## src/blu_pkg.sv

```systemverilog
// ----------------------------------------------------------------------------
// blu_pkg
// Shared types, request codes and Q16.16 arithmetic helpers for the banded
// LU solver.
// ----------------------------------------------------------------------------
package blu_pkg;

  localparam int IDX_W     = 4;
  localparam int CNT_W     = 5;
  localparam int DIV_STEPS = 48;

  localparam logic signed [31:0] Q_MAX = 32'sh7FFF_FFFF;
  localparam logic signed [31:0] Q_MIN = 32'sh8000_0000;

  localparam logic [2:0] REQ_WR_MAT = 3'd0;
  localparam logic [2:0] REQ_WR_RHS = 3'd1;
  localparam logic [2:0] REQ_FACTOR = 3'd2;
  localparam logic [2:0] REQ_SOLVE  = 3'd3;
  localparam logic [2:0] REQ_CLEAR  = 3'd4;

  localparam logic [1:0] CFG_LOWER_BW = 2'd0;
  localparam logic [1:0] CFG_UPPER_BW = 2'd1;
  localparam logic [1:0] CFG_PIV_EPS  = 2'd2;

  typedef struct packed {
    logic              start;
    logic signed [31:0] dvd;
    logic signed [31:0] dvs;
  } div_req_t;

  typedef struct packed {
    logic              done;
    logic signed [31:0] quo;
  } div_rsp_t;

  function automatic logic [31:0] qabs(input logic signed [31:0] a);
    return a[31] ? (~a + 32'd1) : a;
  endfunction

  function automatic logic signed [31:0] sat64(input logic signed [63:0] v);
    if (v[63:31] == {33{v[63]}}) return v[31:0];
    return v[63] ? Q_MIN : Q_MAX;
  endfunction

  // Round to nearest, ties toward +inf, then saturate.
  function automatic logic signed [31:0] qround(input logic signed [63:0] p);
    logic signed [63:0] s;
    s = p + 64'sd32768;
    return sat64(s >>> 16);
  endfunction

  function automatic logic signed [31:0] qsub(input logic signed [31:0] a,
                                              input logic signed [31:0] b);
    logic [32:0] d;
    d = {a[31], a} - {b[31], b};
    if (d[32] == d[31]) return d[31:0];
    return d[32] ? Q_MIN : Q_MAX;
  endfunction

  function automatic logic signed [31:0] div_sat(input logic [47:0] mag,
                                                 input logic        neg);
    if (neg) begin
      if (mag > 48'h0000_8000_0000) return Q_MIN;
      return ~mag[31:0] + 32'd1;
    end
    if (mag > 48'h0000_7FFF_FFFF) return Q_MAX;
    return mag[31:0];
  endfunction

endpackage

```

## src/blu_div.sv

```systemverilog
// ----------------------------------------------------------------------------
// blu_div
// Q16.16 divider, restoring, one quotient bit per cycle, truncating toward
// zero with saturation. Division by zero saturates by the dividend sign.
// ----------------------------------------------------------------------------
module blu_div
  import blu_pkg::*;
(
  input  logic     clk,
  input  logic     rst_n,
  input  div_req_t req,
  output div_rsp_t rsp
);

  logic               busy_r;
  logic               done_r;
  logic [5:0]         cnt_r;
  logic [31:0]        rem_r;
  logic [47:0]        q_r;
  logic [31:0]        dvs_r;
  logic               neg_r;
  logic signed [31:0] quo_r;

  logic [32:0] trial;
  logic        ge;
  logic [31:0] rem_nxt;
  logic [47:0] q_nxt;

  assign trial   = {rem_r, q_r[47]};
  assign ge      = trial >= {1'b0, dvs_r};
  assign rem_nxt = ge ? 32'(trial - {1'b0, dvs_r}) : trial[31:0];
  assign q_nxt   = {q_r[46:0], ge};

  always_ff @(posedge clk) begin
    if (!rst_n) begin
      busy_r <= 1'b0;
      done_r <= 1'b0;
    end else begin
      done_r <= 1'b0;
      if (req.start) begin
        if (req.dvs == '0) begin
          quo_r  <= req.dvd[31] ? Q_MIN : Q_MAX;
          done_r <= 1'b1;
        end else begin
          busy_r <= 1'b1;
          cnt_r  <= '0;
          rem_r  <= '0;
          q_r    <= {qabs(req.dvd), 16'd0};
          dvs_r  <= qabs(req.dvs);
          neg_r  <= req.dvd[31] ^ req.dvs[31];
        end
      end else if (busy_r) begin
        rem_r <= rem_nxt;
        q_r   <= q_nxt;
        cnt_r <= cnt_r + 6'd1;
        if (cnt_r == 6'(DIV_STEPS - 1)) begin
          busy_r <= 1'b0;
          done_r <= 1'b1;
          quo_r  <= div_sat(q_nxt, neg_r);
        end
      end
    end
  end

  assign rsp.done = done_r;
  assign rsp.quo  = quo_r;

endmodule

```

## config.mk

```make
export PLATFORM = sky130hd
export DESIGN_NAME = blu_div
export DESIGN_NICKNAME = d
export VERILOG_FILES = /design/src/blu_pkg.sv /design/src/blu_div.sv
export SDC_FILE = /design/constraint.sdc
export NUM_CORES = 1
export LEC_CHECK = 0
export BUFFER_PORTS_ARGS = -buffer_cell sky130_fd_sc_hd__buf_2
export CORE_ASPECT_RATIO = 1.4
export CORE_MARGIN = 2
export CORE_UTILIZATION = 57
export DETAILED_ROUTE_END_ITERATION = 12
export GPL_TIMING_DRIVEN = 0
export PLACE_DENSITY = 0.77
export SYNTH_ARGS = -nofsm -noshare
export SYNTH_HDL_FRONTEND = slang
export SYNTH_SLANG_ARGS = --single-unit
```

## constraint.sdc

```tcl
create_clock -name clk -period 18.3 [get_ports clk]
set_input_delay 1.83 -clock clk [delete_from_list [all_inputs] [get_ports clk]]
set_output_delay 1.83 -clock clk [all_outputs]
set_load 0.01 [all_outputs]
```

==> results of run 1 <==
power groups by stage:
stage	clock network [mW]	logic, mW	registers [mW]
after floorplan	0	0.161	0.436
after global placement	0	0.216	0.443
after detailed placement	0	0.223	0.440
after CTS	0.348	0.226	0.433
after global routing	0.363	0.253	0.436
final	0.346	0.229	0.434
critical path, cell delays in order, from the launching register on:
cell,delay [ns]
edfxtp_1,0.40
ha_1,0.31
clkbuf_1,0.21
a21oi_1,0.31
nor2_1,0.08
nor2_1,0.13
a21oi_1,0.08
a2111oi_0,0.68
a21boi_1,0.64
nand2_1,0.40
inv_1,0.40
clkbuf_1,0.51
buf_1,0.58
ha_1,0.31
nand2b_1,0.13
nor4_1,0.70
nand4_1,0.16
a21oi_1,0.38
and2_1,0.30
nand2_1,0.18
clkbuf_1,0.30
o311ai_0,0.50
registers in the layout, summed over array words and instances (netlist names):
register,flops
rem_r,32
busy_r,1
quo_r,32
done_r,1
dvs_r,32
cnt_r,6
neg_r,1
q_r,48
per-stage QoR:
| stage | setup slack (ns) | power, mW | std cells | area, µm² |
|---|---|---|---|---|
| 2_1_floorplan | 10.58 | 0.5974 | 1028 | 9862 |
| 3_3_place_gp | 7.959 | 0.6585 | 1358 | 10640 |
| 3_5_place_dp | 10.73 | 0.6633 | 1361 | 10730 |
| 4_1_cts | 10.68 | 1.008 | 1389 | 11290 |
| 5_1_grt | 10.04 | 1.052 | 1389 | 11290 |
| 6_report | 10.35 | 1.009 | 1389 | 11290 |
layout make-up:
| type | instances | area (µm²) |
|---|---|---|
| multi-input cells | 782 | 4951 |
| inverters | 47 | 176.4 |
| well taps | 232 | 290.3 |
| clock buffers | 19 | 432.9 |
| flip-flops and latches | 153 | 4574 |
| clock inverters | 9 | 127.6 |
| plain buffers | 46 | 176.4 |
| fillers | 1381 | 5592 |
| repair buffers | 101 | 565.5 |
layout by cell type (no fill, tap or decap), types with 6 or more instances in the layout:
cell,synthesis,layout
edfxtp_1,151,151
a21oi_1,110,110
buf_2,0,98
nand2_1,95,95
nor2_1,92,92
inv_1,47,47
o21ai_0,47,47
xnor2_1,47,47
clkbuf_1,39,41
xor2_1,38,38
ha_1,36,36
nor3_1,28,28
a21o_1,24,24
o31ai_1,24,24
or3_1,24,24
nor2b_1,22,22
nand3_1,19,19
clkbuf_16,0,17
a31oi_1,17,16
a211oi_1,15,15
nand4_1,14,14
nor4_1,13,13
a211o_1,10,10
or2_2,9,9
or4_1,8,8
a31o_2,8,8
o41ai_1,7,7
nand2b_1,7,7
a311oi_1,6,6
and2_1,6,6
buf_1,6,6
final timing paths:
| kind | startpoint | endpoint | slack, ns | depth (start not counted) |
|---|---|---|---|---|
| setup / recovery | rem_r[25] | quo_r[21] | 10.35 | 21 |
| hold / removal | busy_r | busy_r | 0.55 | 2 |
| setup reg to reg | rem_r[25] | quo_r[21] | 10.35 | 21 |
| hold reg to reg | busy_r | busy_r | 0.55 | 2 |
routing by layer:
layer / vias to the layer above / GRT usage
met1: 3997 / 0.3418
met3: 67 / 0.04326
li1: 4066 / -
met4: 0 / 0.1166
met2: 407 / 0.4979
met5: - / 0
cells by family (layout without fill, tap and decap cells):
group | after synthesis | after routing
compound gates | 296 | 296
mux | 4 | 4
buf+inv | 93 | 222
simple gates | 360 | 360
flops | 153 | 153
fa+ha+maj | 37 | 37
xor+xnor | 85 | 85
==> flow_summary.toml, run 1 <==
[status]
outcome = "finished clean"

[global_route]
antenna_found_initial = 0
grt_max_degree = 34
grt_use_total = 0.2831
grt_pass1_vias = 8115
grt-ovfl-total = 0
grt_pass1_wl_mm = 40.93

[synthesis]
synthAdderAreaFrac = 0.04770
synthSimpleGateAreaFrac = 0.1799
synth_nets = 1132
ys_ff_latch = 153
synth_most_common_cell = "edfxtp_1"
ys_warn_count = 0
syn_avg_cell_area_um2 = 9.593
synthXorXnorAreaFrac = 0.07549
yosys.area.top_type_share = 0.4598
synthesis.area_mm2 = 0.009862
yosysTopAreaCell = "edfxtp_1"
netlist_instances = 1028
synth_edf_count = 151
ys_types = 63
synth_compound_area_frac = 0.1925
yosys-mux-area-fraction = 0.004821
yosysSeqAreaShare = 0.4638
synthArstFlopShare = 0
synthTopCellsByCount = "edfxtp_1, a21oi_1, nand2_1"
ys.flop_type = "edfxtp_1"
synthTopCellsByArea = "edfxtp_1, a21oi_1, ha_1, xnor2_1, nand2_1"
synth_top_family_by_area = "compound AO/OA/AOI/OAI gates"

[clock_network]
clkTransAtPathRegs_ns = 0.07
cts_setup_buffers = 0
cts_hold_buf = 0
clock-sinks = 153
htreeDepth = 4
clk_latency_ns = 0.43
cts_resized = 0
numCtsBuffers = 17
cts_tree = "built"
cts-root-buf = "clkbuf_16"
clockBufferDepth = 2

[detailed_routing]
dr.first_iter.drc_count = 832
post_drt_wl_per_cell_um = 18.45
drc_errors = 0
dr_wl_met3_mm = 1.584
top_layer = "met4"
ant_nets = 0
viasPerCell = 6.146
met2_length_mm = 13.20
drt-met1-wl_mm = 9.924
firstDrtPassIters = 5
vias = 8537
routed_wl_mm = 25.63

[timing]
slew_headroom = 0.08736
fmaxAchievable_mhz = 125.7
tightestPinTransition_ns = 1.369
rsz0062_at_grt = "false"
final-setup-viol-count = 0
period_minus_slack_ns = 7.953
hold_viol = 0
fin_skew_ns = 0.01208
slew_viol_final = 0
tns_ns = 0
fin_crit_sh = 0.4346
holdWs_ns = 0.5488

[pwr]
irDropWorstVdd_mv = 0.06662
pwr-share-clk = 0.343
combPwrFrac = 0.227
p_seq_frac = 0.430
sw_frac_of_total = 0.2892
internal-power_uw = 717.5
power_density_mw_per_mm2 = 89.37
total_leakage_power_nw = 4.297
p_sw_uw = 291.9

[finish]
final_net_count = 1252
final_util = 0.6689
drive_gt1_frac = 0.1348
syn_to_final_growth_pct = 14.53
diodes = 0

[floorplan]
start_util = 0.5840
die_height_um = 159.6
die_x_um = 115.2
coreArea_mm2 = 0.01689
die_area_mm2 = 0.01839
io_pins = 100
row_count = 56

[critical_path]
start_kind = "register"
crit_type = "reg2reg"
path_max_fanout = 10
cp.arrival_ns = 8.13
crit_required_ns = 18.48
endpoint_kind = "register"

[placed_design]
dp_hpwl_mm = 19.17
gp_congestion = 0.9419
port_buffers = 98

[hold_path]
hold_class = "reg2reg"

[flow_run]
maxCapViolations = 0
Note: power is estimated with default switching activity, not from simulation.
==> inputs of run 2 (changes only) <==
==> constraint.sdc (replaced) <==
create_clock -name clk -period 8.2 [get_ports clk]
set_input_delay 0.82 -clock clk [delete_from_list [all_inputs] [get_ports clk]]
set_output_delay 0.82 -clock clk [all_outputs]
set_load 0.01 [all_outputs]
==> run 2 against run 1 <==
Compared with the run above: combinational power increased by 120%; final cell count stayed put; final area about the same; total power rose by 120%; utilization barely moved; highest routed layer unchanged; largest cell class unchanged; largest power group unchanged; critical path depth unchanged.
==> flow_summary.toml, run 2 (synthesis results as in run 1) <==
[placed_design]
dp.cells = 1361
port_buffers = 98
gp_congestion = 0.9419
place_area_mm2 = 0.01073
dp_hpwl_mm = 19.17

[global_route]
grt_use_total = 0.2831
grt_pass1_wl_mm = 40.93
grt-ovfl-total = 0
antenna_found_initial = 0
grt_pass1_vias = 8115
grt_max_degree = 34

[timing]
fmaxAchievable_mhz = 128.2
fin_crit_sh = 0.9513
slew_viol_final = 0
rsz0062_at_grt = "false"
hold_viol = 0
tns_ns = 0
fin_skew_ns = 0.01195
tightestPinTransition_ns = 1.356
final-setup-viol-count = 0
slew_headroom = 0.09578
period_minus_slack_ns = 7.800

[critical_path]
crit_type = "reg2reg"
path_max_fanout = 10
endpoint_kind = "register"
crit_required_ns = 8.38
start_kind = "register"
cp.arrival_ns = 7.98

[finish]
drive_gt1_frac = 0.1357
regMostFlops = "q_r"
final_area_mm2 = 0.01130
register_area_mm2 = 0.004574
final_net_count = 1252
stdcell_count = 1389
syn_to_final_growth_pct = 14.59
multi_input_area_mm2 = 0.004957
largest_register_ffs = 48
n_fill_cell = 1379
mostFrequentLayoutCell = "edfxtp_1"
final_cell_mix = "edfxtp_1, a21oi_1, buf_2"
diodes = 0

[flow_run]
maxCapViolations = 0

[detailed_routing]
viasPerCell = 6.174
drt-met1-wl_mm = 9.882
post_drt_wl_per_cell_um = 18.46
routed_wl_mm = 25.64
met2_length_mm = 13.26
drc_errors = 0
top_layer = "met4"
dr_wl_met3_mm = 1.597
ant_nets = 0
firstDrtPassIters = 5
vias = 8575
dr.first_iter.drc_count = 822

[clock_network]
clk_latency_ns = 0.43
numCtsBuffers = 17
clkTransAtPathRegs_ns = 0.07
cts_tree = "built"
cts-root-buf = "clkbuf_16"
cts_setup_buffers = 0
clock-sinks = 153
htreeDepth = 4
clockBufferDepth = 2

[status]
outcome = "finished clean"

[pwr]
power_density_mw_per_mm2 = 199.5
power.total_mw = 2.255
total_leakage_power_nw = 4.297
irDropWorstVdd_mv = 0.1486

[floorplan]
die_height_um = 159.6
coreArea_mm2 = 0.01689
io_pins = 100
start_util = 0.5840
die_x_um = 115.2
row_count = 56
die_area_mm2 = 0.01839

[hold_path]
hold_class = "reg2reg"
[run 2: layer usage]
| metal | GRT usage | vias up |
|---|---|---|
| li1 | - | 4073 |
| met1 | 0.3418 | 4002 |
| met2 | 0.4979 | 433 |
| met3 | 0.04326 | 67 |
| met4 | 0.1166 | 0 |
| met5 | 0 | - |
[run 2: area by class of cell]
cell class                 count  area share
buffer                        46     0.01561
clock buffer                  19     0.03831
clock inverter                 9     0.01129
inverter                      47     0.01561
multi-input combinational    782      0.4387
sequential                   153      0.4048
tap                          232     0.02569
timing repair buffer         101     0.05004
[run 2: path summary, 6_finish.rpt]
| path | slack, ns | from | endpoint | cells past startpoint |
|---|---|---|---|---|
| worst min-delay path | 0.55 | busy_r | busy_r | 2 |
| worst max register to register | 0.40 | rem_r[25] | quo_r[21] | 21 |
| worst max-delay path | 0.40 | rem_r[25] | quo_r[21] | 21 |
| worst min register to register | 0.55 | busy_r | busy_r | 2 |
[run 2: report_power, final]
group	leakage (nW)	switching, mW	total (mW)	internal (mW)
combinational	2.59	0.313	0.512	0.200
clock	0.268	0.305	0.774	0.470
sequential	1.44	0.0358	0.968	0.932
[run 2: repair_timing]
item                                    4_1_cts  5_1_grt
hold buffers                                  0        0
endpoints found under the setup margin        0        3
gates resized for setup                       0        1
[run 2: through the flow]
step	worst slack, ns	hold WS (ns)	utilization
after floorplan	1.491	0.4999	-
after global placement	-1.131	0.5123	0.6303
after detailed placement	0.6319	0.5270	0.6356
after CTS	0.5765	0.5380	0.6688
after global routing	0.1897	0.5990	0.6692
final	0.3996	0.5476	0.6692
[run 2: worst max-delay path: stages (launching register included)]
cell and delay (ns):
edfxtp_1 0.40, ha_1 0.31, clkbuf_1 0.22, a21oi_1 0.32
nor2_1 0.08, nor2_1 0.13, a21oi_1 0.08, a2111oi_0 0.75
a21boi_1 0.66, nand2_1 0.40, inv_1 0.40, clkbuf_1 0.50
buf_1 0.54, ha_1 0.30, nand2b_1 0.14, nor4_2 0.51
nand4_1 0.14, a21oi_1 0.37, and2_1 0.29, nand2_1 0.18
clkbuf_1 0.30, o311ai_0 0.50
